**src/rtl/core/sdmp_pkg.sv**
```systemverilog
// Package with the constants, character codes and types of the decimal mode parser.
package sdmp_pkg;

    localparam int FRAC_DIGITS_DEF = 6;
    localparam int FRAC_BITS_DEF   = 16;

    localparam int CH_W    = 8;
    localparam int INT_W   = 16;
    localparam int CNT_W   = 3;
    localparam int SP_W    = 33;
    localparam int MODE_W  = 8;
    localparam int DIGIT_W = 4;

    localparam logic [INT_W-1:0] INT_MAX = 16'hFFFF;
    localparam int               DEC_BASE = 10;

    localparam logic [CH_W-1:0] CH_MINUS = 8'h2D;
    localparam logic [CH_W-1:0] CH_SKIP  = 8'h53;
    localparam logic [CH_W-1:0] CH_POINT = 8'h2E;
    localparam logic [CH_W-1:0] CH_SEMI  = 8'h3B;
    localparam logic [CH_W-1:0] CH_ZERO  = 8'h30;
    localparam logic [CH_W-1:0] CH_NINE  = 8'h39;

    typedef enum logic [1:0] {
        PH_INT,
        PH_FRAC,
        PH_MODE
    } t_phase;

    typedef struct packed {
        logic signed [SP_W-1:0] setpoint;
        logic [MODE_W-1:0]      mode;
        logic                   ended_by;
        logic                   saturated;
    } t_result;

endpackage

```
**src/rtl/core/signed_decimal_mode_parser_top.sv**
```systemverilog
// Top level of the decimal mode parser: input register, parser and result register.
//
//   channel | direction | handshake           | payload
//   --------+-----------+---------------------+-----------------------------------------
//   char    | in        | i_valid / o_stall   | i_ch
//   result  | out       | o_valid / i_stall   | o_setpoint, o_mode, o_ended_by, o_saturated
//
// One character request is taken every clock cycle while o_stall is low; the parser
// update is a single pass. A completing character is held in the input register, taken
// by the parser, and its result is registered in the result register, which offers it.
// The input register stalls only when it holds a character while the result register is
// full and stalled. Synchronous active-low reset returns the parser to the integer phase.
module signed_decimal_mode_parser_top
    import sdmp_pkg::*;
#(
    parameter int FRAC_DIGITS = FRAC_DIGITS_DEF,
    parameter int FRAC_BITS   = FRAC_BITS_DEF
) (
    input  logic                   i_clk,
    input  logic                   i_rst_n,
    input  logic                   i_valid,
    output logic                   o_stall,
    input  logic [CH_W-1:0]        i_ch,
    output logic                   o_valid,
    input  logic                   i_stall,
    output logic signed [SP_W-1:0] o_setpoint,
    output logic [MODE_W-1:0]      o_mode,
    output logic                   o_ended_by,
    output logic                   o_saturated
);

    logic            r_in_valid;
    logic [CH_W-1:0] r_ch;
    logic            r_out_valid;
    t_result         r_out;

    logic            proc_en;
    logic            done;
    t_result         result;

    assign proc_en = r_in_valid && (!r_out_valid || !i_stall);
    assign o_stall = r_in_valid && r_out_valid && i_stall;

    sdmp_parse #(
        .FRAC_DIGITS (FRAC_DIGITS),
        .FRAC_BITS   (FRAC_BITS)
    ) u_parse (
        .i_clk    (i_clk),
        .i_rst_n  (i_rst_n),
        .i_en     (proc_en),
        .i_ch     (r_ch),
        .o_done   (done),
        .o_result (result)
    );

    always_ff @(posedge i_clk) begin
        if (!i_rst_n) begin
            r_in_valid <= 1'b0;
        end else if (!o_stall) begin
            r_in_valid <= i_valid;
        end
    end

    always_ff @(posedge i_clk) begin
        if (!o_stall) begin
            r_ch <= i_ch;
        end
    end

    always_ff @(posedge i_clk) begin
        if (!i_rst_n) begin
            r_out_valid <= 1'b0;
        end else if (done) begin
            r_out_valid <= 1'b1;
        end else if (!i_stall) begin
            r_out_valid <= 1'b0;
        end
    end

    always_ff @(posedge i_clk) begin
        if (done) begin
            r_out <= result;
        end
    end

    assign o_valid     = r_out_valid;
    assign o_setpoint  = r_out.setpoint;
    assign o_mode      = r_out.mode;
    assign o_ended_by  = r_out.ended_by;
    assign o_saturated = r_out.saturated;

endmodule

```
**src/rtl/core/sdmp_parse.sv**
```systemverilog
// Parser state and per-character update: builds the value and reports a finished message.
module sdmp_parse
    import sdmp_pkg::*;
#(
    parameter int FRAC_DIGITS = FRAC_DIGITS_DEF,
    parameter int FRAC_BITS   = FRAC_BITS_DEF
) (
    input  logic            i_clk,
    input  logic            i_rst_n,
    input  logic            i_en,
    input  logic [CH_W-1:0] i_ch,
    output logic            o_done,
    output t_result         o_result
);

    localparam int MAG_W  = INT_W + FRAC_BITS;
    localparam int EXT_W  = (MAG_W > SP_W) ? MAG_W : SP_W;
    localparam int PROD_W = FRAC_BITS + DIGIT_W;
    localparam int SUM_W  = PROD_W + 1;
    localparam int WIDE_W = INT_W + DIGIT_W;

    localparam longint unsigned TWO_ONE = longint'(1) << (FRAC_BITS + 1);

    // Entry k holds round(2^FRAC_BITS / 10^k); entry 0 is never used.
    localparam logic [FRAC_BITS-1:0] W_TAB [0:7] = '{
        FRAC_BITS'(0),
        FRAC_BITS'((TWO_ONE / DEC_BASE + 1) / 2),
        FRAC_BITS'((TWO_ONE / (DEC_BASE ** 2) + 1) / 2),
        FRAC_BITS'((TWO_ONE / (DEC_BASE ** 3) + 1) / 2),
        FRAC_BITS'((TWO_ONE / (DEC_BASE ** 4) + 1) / 2),
        FRAC_BITS'((TWO_ONE / (DEC_BASE ** 5) + 1) / 2),
        FRAC_BITS'((TWO_ONE / (DEC_BASE ** 6) + 1) / 2),
        FRAC_BITS'((TWO_ONE / (DEC_BASE ** 7) + 1) / 2)
    };

    t_phase               r_phase, n_phase;
    logic                 r_negative, n_negative;
    logic [INT_W-1:0]     r_int_acc, n_int_acc;
    logic [FRAC_BITS-1:0] r_frac_acc, n_frac_acc;
    logic [CNT_W-1:0]     r_frac_count, n_frac_count;
    logic                 r_sat, n_sat;

    logic                 is_digit;
    logic [DIGIT_W-1:0]   dval;
    logic [CH_W-1:0]      ch_off;
    logic [WIDE_W-1:0]    int_wide;
    logic [CNT_W-1:0]     cnt_inc;
    logic [PROD_W-1:0]    frac_prod;
    logic [SUM_W-1:0]     frac_sum;
    logic [MAG_W-1:0]     mag;
    logic [EXT_W-1:0]     mag_ext;
    logic [EXT_W-1:0]     val_ext;

    assign ch_off   = i_ch - CH_ZERO;
    assign is_digit = (i_ch >= CH_ZERO) && (i_ch <= CH_NINE);
    assign dval     = ch_off[DIGIT_W-1:0];

    // int_acc * 10 as two shifted copies.
    assign int_wide = WIDE_W'({r_int_acc, 3'b000}) + WIDE_W'({r_int_acc, 1'b0})
                    + WIDE_W'(dval);

    assign cnt_inc   = r_frac_count + CNT_W'(1);
    assign frac_prod = PROD_W'(dval) * PROD_W'(W_TAB[cnt_inc]);
    assign frac_sum  = SUM_W'(r_frac_acc) + SUM_W'(frac_prod);

    // The integer part shifted up by FRAC_BITS is simply the concatenation.
    assign mag     = {r_int_acc, r_frac_acc};
    assign mag_ext = EXT_W'(mag);
    assign val_ext = r_negative ? (~mag_ext + EXT_W'(1)) : mag_ext;

    // Result decode.
    always_comb begin
        o_done             = 1'b0;
        o_result.setpoint  = val_ext[SP_W-1:0];
        o_result.mode      = '0;
        o_result.ended_by  = 1'b0;
        o_result.saturated = r_sat;
        if (i_en) begin
            unique case (r_phase)
                PH_MODE: begin
                    o_done        = 1'b1;
                    o_result.mode = ch_off;
                end
                PH_FRAC: begin
                    if (!is_digit && (i_ch != CH_SEMI)) begin
                        o_done            = 1'b1;
                        o_result.ended_by = 1'b1;
                    end
                end
                default: begin
                    if (!is_digit && (i_ch != CH_MINUS) && (i_ch != CH_SKIP)
                        && (i_ch != CH_POINT) && (i_ch != CH_SEMI)) begin
                        o_done            = 1'b1;
                        o_result.ended_by = 1'b1;
                    end
                end
            endcase
        end
    end

    // Next state.
    always_comb begin
        n_phase      = r_phase;
        n_negative   = r_negative;
        n_int_acc    = r_int_acc;
        n_frac_acc   = r_frac_acc;
        n_frac_count = r_frac_count;
        n_sat        = r_sat;
        if (o_done) begin
            n_phase      = PH_INT;
            n_negative   = 1'b0;
            n_int_acc    = '0;
            n_frac_acc   = '0;
            n_frac_count = '0;
            n_sat        = 1'b0;
        end else if (i_en) begin
            unique case (r_phase)
                PH_MODE: begin
                    n_phase = PH_INT;
                end
                PH_FRAC: begin
                    if (is_digit) begin
                        if (r_frac_count < CNT_W'(FRAC_DIGITS)) begin
                            n_frac_count = cnt_inc;
                            if (|frac_sum[SUM_W-1:FRAC_BITS]) begin
                                n_frac_acc = '1;
                            end else begin
                                n_frac_acc = frac_sum[FRAC_BITS-1:0];
                            end
                        end
                    end else if (i_ch == CH_SEMI) begin
                        n_phase = PH_MODE;
                    end
                end
                default: begin
                    if (i_ch == CH_MINUS) begin
                        n_negative = 1'b1;
                    end else if (is_digit) begin
                        if (|int_wide[WIDE_W-1:INT_W]) begin
                            n_int_acc = INT_MAX;
                            n_sat     = 1'b1;
                        end else begin
                            n_int_acc = int_wide[INT_W-1:0];
                        end
                    end else if (i_ch == CH_POINT) begin
                        n_phase = PH_FRAC;
                    end else if (i_ch == CH_SEMI) begin
                        n_phase = PH_MODE;
                    end
                end
            endcase
        end
    end

    always_ff @(posedge i_clk) begin
        if (!i_rst_n) begin
            r_phase      <= PH_INT;
            r_negative   <= 1'b0;
            r_int_acc    <= '0;
            r_frac_acc   <= '0;
            r_frac_count <= '0;
            r_sat        <= 1'b0;
        end else begin
            r_phase      <= n_phase;
            r_negative   <= n_negative;
            r_int_acc    <= n_int_acc;
            r_frac_acc   <= n_frac_acc;
            r_frac_count <= n_frac_count;
            r_sat        <= n_sat;
        end
    end

endmodule

```
**config.mk**
```make
export PLATFORM = sky130hd
export DESIGN_NAME = signed_decimal_mode_parser_top
export DESIGN_NICKNAME = d
export VERILOG_FILES = /design/src/rtl/core/sdmp_pkg.sv /design/src/rtl/core/signed_decimal_mode_parser_top.sv /design/src/rtl/core/sdmp_parse.sv
export SDC_FILE = /design/constraint.sdc
export NUM_CORES = 1
export LEC_CHECK = 0
export BUFFER_PORTS_ARGS = -buffer_cell sky130_fd_sc_hd__buf_2
export CORE_MARGIN = 1.5
export CORE_UTILIZATION = 61
export DETAILED_ROUTE_END_ITERATION = 12
export PLACE_DENSITY = 0.79
export SLEW_MARGIN = 40
export SYNTH_ARGS = -nofsm -noshare
export SYNTH_HDL_FRONTEND = slang
export SYNTH_SLANG_ARGS = --single-unit
```
**constraint.sdc**
```tcl
create_clock -name i_clk -period 7.1 [get_ports i_clk]
set_clock_uncertainty 0.05 [all_clocks]
set_input_delay 0.71 -clock i_clk [delete_from_list [all_inputs] [get_ports i_clk]]
set_output_delay 0.71 -clock i_clk [all_outputs]
set_load 0.01 [all_outputs]
```
; ---- After elaboration in Yosys (flattened, before gate mapping)
; Memory sizes are Yosys's and may differ from the RTL's.
; Index checks and enable logic that the tools add are counted.
[word_totals]
reg_bits = 92
latch_bits = 0
ram_bits = 0
mem_bits_ro = 128
in_bits = 12
wordCells = 85
n_memories = 1
[op_classes]
add_sub_neg = 6
n_mul = 1
div_mod_pow = 0
magnitude_cmp = 4
eq_ne = 13
shift = 0
n_mux = 18
bitwise = 5
n_reduce_logical = 23
[mem_list]
columns = name, words, word_bits, rd, rd_clocked_by_memory_dff, wr, line_no
row1 = (no name shown), 8, 16, 1, 0, 0, sdmp_parse.sv:63  ; assign frac_prod = PROD_W'(dval) * PROD_W'(W_TAB[cnt_inc]);
[ops]
columns = cell, count
row1 = 2-to-1 mux 16 bit, 4
row2 = adder 33 x 1 -> 33 bit (second input constant), 1
row3 = inverter 32 -> 33 bit, 1
row4 = 2-to-1 mux 32 bit, 1
row5 = equality test 8 x 6 -> 1 bit (second input constant), 3
row6 = inequality test 8 x 6 -> 1 bit (second input constant), 3
row7 = adder 16 x 20 -> 21 bit, 1
row8 = adder 19 x 17 -> 20 bit, 1
row9 = adder 20 x 4 -> 20 bit, 1
row10 = multiplier 4 x 16 -> 20 bit, 1
row11 = AND reduction 4 bit, 3
row12 = 2-to-1 mux 2 bit, 5
row13 = logical AND 1 bit, 9
row14 = >= comparator 8 x 6 -> 1 bit (second input constant), 1
row15 = <= comparator 8 x 6 -> 1 bit (second input constant), 1
row16 = inequality test 8 x 7 -> 1 bit (second input constant), 1
row17 = subtractor 8 x 6 -> 8 bit (second input constant), 1
row18 = 2-to-1 mux 1 bit, 5
row19 = AND reduction 5 bit, 1
row20 = OR reduction 5 bit, 1
row21 = >= comparator 4 bit (second input constant), 1
row22 = inequality test 2 bit (second input constant), 2
row23 = inverter 3 -> 4 bit, 1
row24 = case mux 1 bit (2 select lines), 2
row25 = 14 further kinds, 19

; ---- Depth between registers and ports, before layout
[logic_depth]
ltp_word = 11
mapped_depth = 20

; ---- Cells and area by module
; A second synthesis with hierarchy kept.
[hier_totals]
cells_unflattened = 727
area_unflattened_um2 = 7030.5
[by_module_without_submodules]
columns = module, n_inst, cells_per_inst, area_each_um2, seq_area_each_um2
row1 = sdmp_parse, 1, 668, 5418.9, 780.7
row2 = signed_decimal_mode_parser_top, 1, 59, 1611.5, 1571.5

; ---- Least setup slack after synthesis
; OpenSTA, ideal clock, no wires.
[synth_timing]
kind = flip-flop to flip-flop
start = register u_parse.r_frac_count[0]
end = register u_parse.r_frac_acc[15]
t_arrival_ps = 4838
t_required_ps = 6917
path_slack_ps = 2079
stages_incl_launch_ff = 19
path_buffers = 1
period_less_slack_ps = 5021
cell_sequence = dfxtp_1 > ha_1 > xnor2_1 > nand2_1 > o21ai_0 > nand2_1 > fa_1 > fa_1 > fa_1 > inv_1 > ha_1 > a211o_1 > a2111oi_0 > nor3_1 > o311a_1 > o22ai_1 > and3_1 > buf_2 > a211oi_1
[synth_via]
elab_chain_cells = 9
elab_cells_between_ends = 11
[synth_rtl]
columns = element, line_no
row1 = "start, declared", sdmp_parse.sv:40  ; logic [CNT_W-1:0] r_frac_count, n_frac_count;
row2 = "start signal, assigned", sdmp_parse.sv:168  ; r_frac_count <= n_frac_count;
row3 = adder 3 x 1 -> 3 bit, sdmp_parse.sv:62  ; assign cnt_inc = r_frac_count + CNT_W'(1);
row4 = inverter 3 -> 4 bit (implied by the code), sdmp_parse.sv:63
row5 = memory read (8 x 16 bit), -
row6 = 2-to-1 mux 16 bit (implied by the code) (2 in series), sdmp_parse.sv:63
row7 = multiplier 4 x 16 -> 20 bit, sdmp_parse.sv:63
row8 = adder 16 x 20 -> 21 bit, sdmp_parse.sv:64  ; assign frac_sum = SUM_W'(r_frac_acc) + SUM_W'(frac_prod);
row9 = OR reduction 5 bit, sdmp_parse.sv:125  ; if (|frac_sum[SUM_W-1:FRAC_BITS]) begin
row10 = 2-to-1 mux 16 bit, sdmp_parse.sv:125
row11 = "end signal, assigned", sdmp_parse.sv:167  ; r_frac_acc <= n_frac_acc;
row12 = "end, declared", sdmp_parse.sv:39  ; logic [FRAC_BITS-1:0] r_frac_acc, n_frac_acc;
; Parallel ways exist; a longest one is shown, timed or not. The select of a mux whose other input is x is not followed.
; A chain may end at the register's enable or synchronous reset.

; ---- Worst setup path in the final report
[layout_timing]
start = register u_parse.r_frac_count[1]
end = register u_parse.r_frac_acc[4]
; Same word-level chain as after synthesis.

==> summary.txt <==
Placed design
  – Buffers on Ports: 56
  – Hpwl dp: 12,400 um
  – GP Congestion: 0.913
  – Placed standard-cell area: 0.00746 mm2

Clocking
  – Post-CTS setup buffers: 0
  – Post-CTS Resized: 0
  – H-tree depth: 3
  – Clk root buf: clkbuf_16
  – Clk buf depth: 2
  – Post-CTS Hold Buffers: 0
  – CTS Buf Count: 9
  – Clock edge transition at the registers on the reported setup and hold paths: 70 ps
  – CTS tree: yes
  – Insertion delay to the later sink of the worst-skew pair: 350 ps
  – CTS Sinks: 92

Flow run
  – Max cap viols: 0

Critical path
  – Buf/Inv on CP: 1
  – Startpoint class of the critical path: register
  – Top cell by count, worst path: fa_1
  – CP max-delay cell: xnor2_1
  – Crit path capture type: register
  – Required time worst endpoint: 7260 ps
  – CP Max Fanout: 14
  – Crit-path cells: ha_1 -> xnor2_1 -> nand2_1 -> o21ai_0 -> nand2_1 -> fa_1 -> fa_1 -> fa_1 -> inv_1 -> ha_1 -> a211o_1 -> a2111oi_0 -> nor3_1 -> o311a_1 -> o22ai_1 -> and3_1 -> a211oi_1
  – Worst path max stage delay: 630 ps
  – Critical path type: register to register
  – Worst path top cell family by delay: adder cells
  – Critical Path AT: 6370 ps

STA
  – Fin crit share: 87.5%
  – Slew headroom: 42.9%
  – Slew Viols, Final: 0
  – Hold_ws: 391 ps
  – Min Clock Period, post-route: 6220 ps
  – Hold Fails Final Rpt: 0
  – Maximum clock frequency: 0.161 GHz
  – Worst-Margin Slew: 857 ps
  – Setup_tns: 0 ps
  – RSZ-0062 raised after global routing: false
  – Final setup viols: 0

Detailed routing
  – WL/cell: 17.1 um
  – Via total after detailed routing: 5,647
  – Starting DRC count in detailed routing: 345
  – Drt first pass iters: 6
  – Antenna Violating Nets Remaining: 0
  – Vias per cell: 6.03
  – DRC violations left: 0
  – Detailed Route WL: 16,000 um

Pwr
  – VDD IR max: 193 uV
  – Static Leak: 3.50 nW
  – Sw frac: 26.7%
  – PD cells: 165 mW/mm2
  – Part of the power in the clock network: 37.7%
  – Flop pwr share: 45.8%
  – Gate power share: 16.5%
  – Sw power: 340 uW
  – Pint: 937 uW

Status
  – Status: complete, no violations

Synth
  – Dominant cell type by area after synthesis: edfxtp_1
  – Post-Syn Nets: 862
  – Synth warnings: 0
  – Count leader, synth: inv_1
  – Sequential area share after synthesis: 33.1%
  – Post-Syn Instances: 745
  – Mapped Avg Cell Area: 9.53 um2
  – Asr flop ratio synth: 0%
  – Top post-synthesis cells by area: edfxtp_1 22%, ha_1 13%, dfxtp_1 12%
  – Top post-synthesis cells by count: 93 x inv_1, 75 x ha_1, 74 x nor2_1
  – Mapped Area: 0.00710 mm2
  – Primary FF master, synth: edfxtp_1
  – Seq cells post-synth: 92
  – Yosys cell types: 62
  – Post-synth EDFFs: 51
  – Area fraction of the dominant cell type after synthesis: 21.6%

Finish
  – Fin area: 0.00775 mm2
  – Final net count: 905
  – Share of cells above drive strength 1: 11.6%
  – Area Overhead vs Synth: 9.24%
  – Ant. Diodes: 0

Die
  – Row count: 39
  – Ports: 57
  – Initial Utilization: 62.4%
  – Die area: 0.0123 mm2
  – Die extent in y: 111 um
  – Die X: 111 um
  – Total core area: 0.0114 mm2

GRT
  – GR Overflow Total: 0
  – Vias in the first global route: 5,517
  – Antenna violations before repair: 0
  – First-pass GRT wire length: 26,000 um
  – Pin count of the biggest net entering global routing: 40
  – GRT Overall Usage: 26.3%

Min path
  – Worst min-delay path class: register to register
path summary, 6_finish.rpt:
check	from	endpoint	slack (ps)	cells past startpoint
hold / removal	u_parse.r_sat$_SDFFE_PP0P_	o_saturated$_DFFE_PP_	390	0
setup / recovery	u_parse.r_frac_count[1]$_SDFFE_PP0P_	u_parse.r_frac_acc[4]$_SDFFE_PP0P_	880	17
hold reg to reg	u_parse.r_sat$_SDFFE_PP0P_	o_saturated$_DFFE_PP_	390	0
setup reg to reg	u_parse.r_frac_count[1]$_SDFFE_PP0P_	u_parse.r_frac_acc[4]$_SDFFE_PP0P_	880	17
power groups by stage:
| stage | Sequential [mW] | Combinational [mW] | Clock, mW |
|---|---|---|---|
| 2_1_floorplan | 0.596 | 0.151 | 0 |
| 5_1_grt | 0.586 | 0.234 | 0.506 |
| 4_1_cts | 0.584 | 0.211 | 0.484 |
| 3_3_place_gp | 0.595 | 0.205 | 0 |
| 6_report | 0.585 | 0.211 | 0.481 |
| 3_5_place_dp | 0.596 | 0.210 | 0 |
layer usage:
layer / routed length (um) / part of all wire, % / vias up / global-route usage [%]
met5: 0 / 0 / - / 0
met4: 356 / 2.2 / 0 / 8.55
met3: 781 / 4.9 / 33 / 4.48
met2: 8560 / 53 / 164 / 48.6
met1: 6310 / 39 / 2743 / 31.0
li1: - / - / 2707 / -
per-stage QoR:
step,worst slack [ps],total power [mW],cells,utilization [%]
floorplan,2080,0.748,745,-
global placement,1320,0.800,920,65.6
detailed placement,966,0.806,920,65.6
CTS,917,1.28,936,68.2
global route,497,1.33,936,68.2
finish,884,1.28,936,68.2
flip-flops by register name, summed over array words and instances (netlist names):
| name | count |
|---|---|
| o_setpoint | 33 |
| u_parse.r_frac_acc | 16 |
| u_parse.r_int_acc | 16 |
| o_mode | 8 |
| r_ch | 8 |
| u_parse.r_frac_count | 3 |
| u_parse.r_phase | 2 |
| o_ended_by | 1 |
| o_saturated | 1 |
| o_valid | 1 |
| r_in_valid | 1 |
| u_parse.r_negative | 1 |
| u_parse.r_sat | 1 |
worst register-to-register path: stages, from the launching register on:
cell and delay, ps:
dfxtp_1 380, ha_1 260, xnor2_1 630, nand2_1 190
o21ai_0 230, nand2_1 150, fa_1 610, fa_1 450
fa_1 510, inv_1 40, ha_1 350, a211o_1 290
a2111oi_0 620, nor3_1 190, o311a_1 370, o22ai_1 190
and3_1 430, a211oi_1 150
layout make-up:
type                       instances  area [um2]
clock buffer                      12         246
clock inverter                     4        48.8
fill                             888        3620
inverter                          93         349
multi-input combinational        535        4290
sequential                        92        2350
tap                              143         179
timing repair buffer              57         288
cells in the final DEF, fill, tap and decap left out, types with 3 or more instances in the layout:
cell type  instances
inv_1             93
o211ai_1           3
edfxtp_1          51
a21oi_1           27
and3_1            18
o21bai_1           3
clkbuf_16          9
a211oi_1          15
or4_4              3
a311oi_1          16
buf_2             56
nand2b_1           4
nor2b_1            7
or3_4              3
xor2_1            16
o21a_1            14
fa_1              30
a31oi_1            5
nor2_1            74
nand4_1            4
xnor2_1           43
o41ai_1            4
ha_1              75
nand3_1           17
nand2_1           40
nor3_1             8
a21o_1             7
or3_1              6
dfxtp_1           40
o21ai_0           27
a2111oi_0          3
a211o_1            4
o31ai_1           10
and2_1            11
kinds of logic after synthesis:
kind of cell / share of synthesized area, %
compound gates: 15.5
flops: 33.1
buf+inv: 6.49
mux: 0.141
simple gates: 15.7
fa+ha+maj: 21.8
xor+xnor: 7.28
No activity file was read; power rests on OpenSTA's default activity.
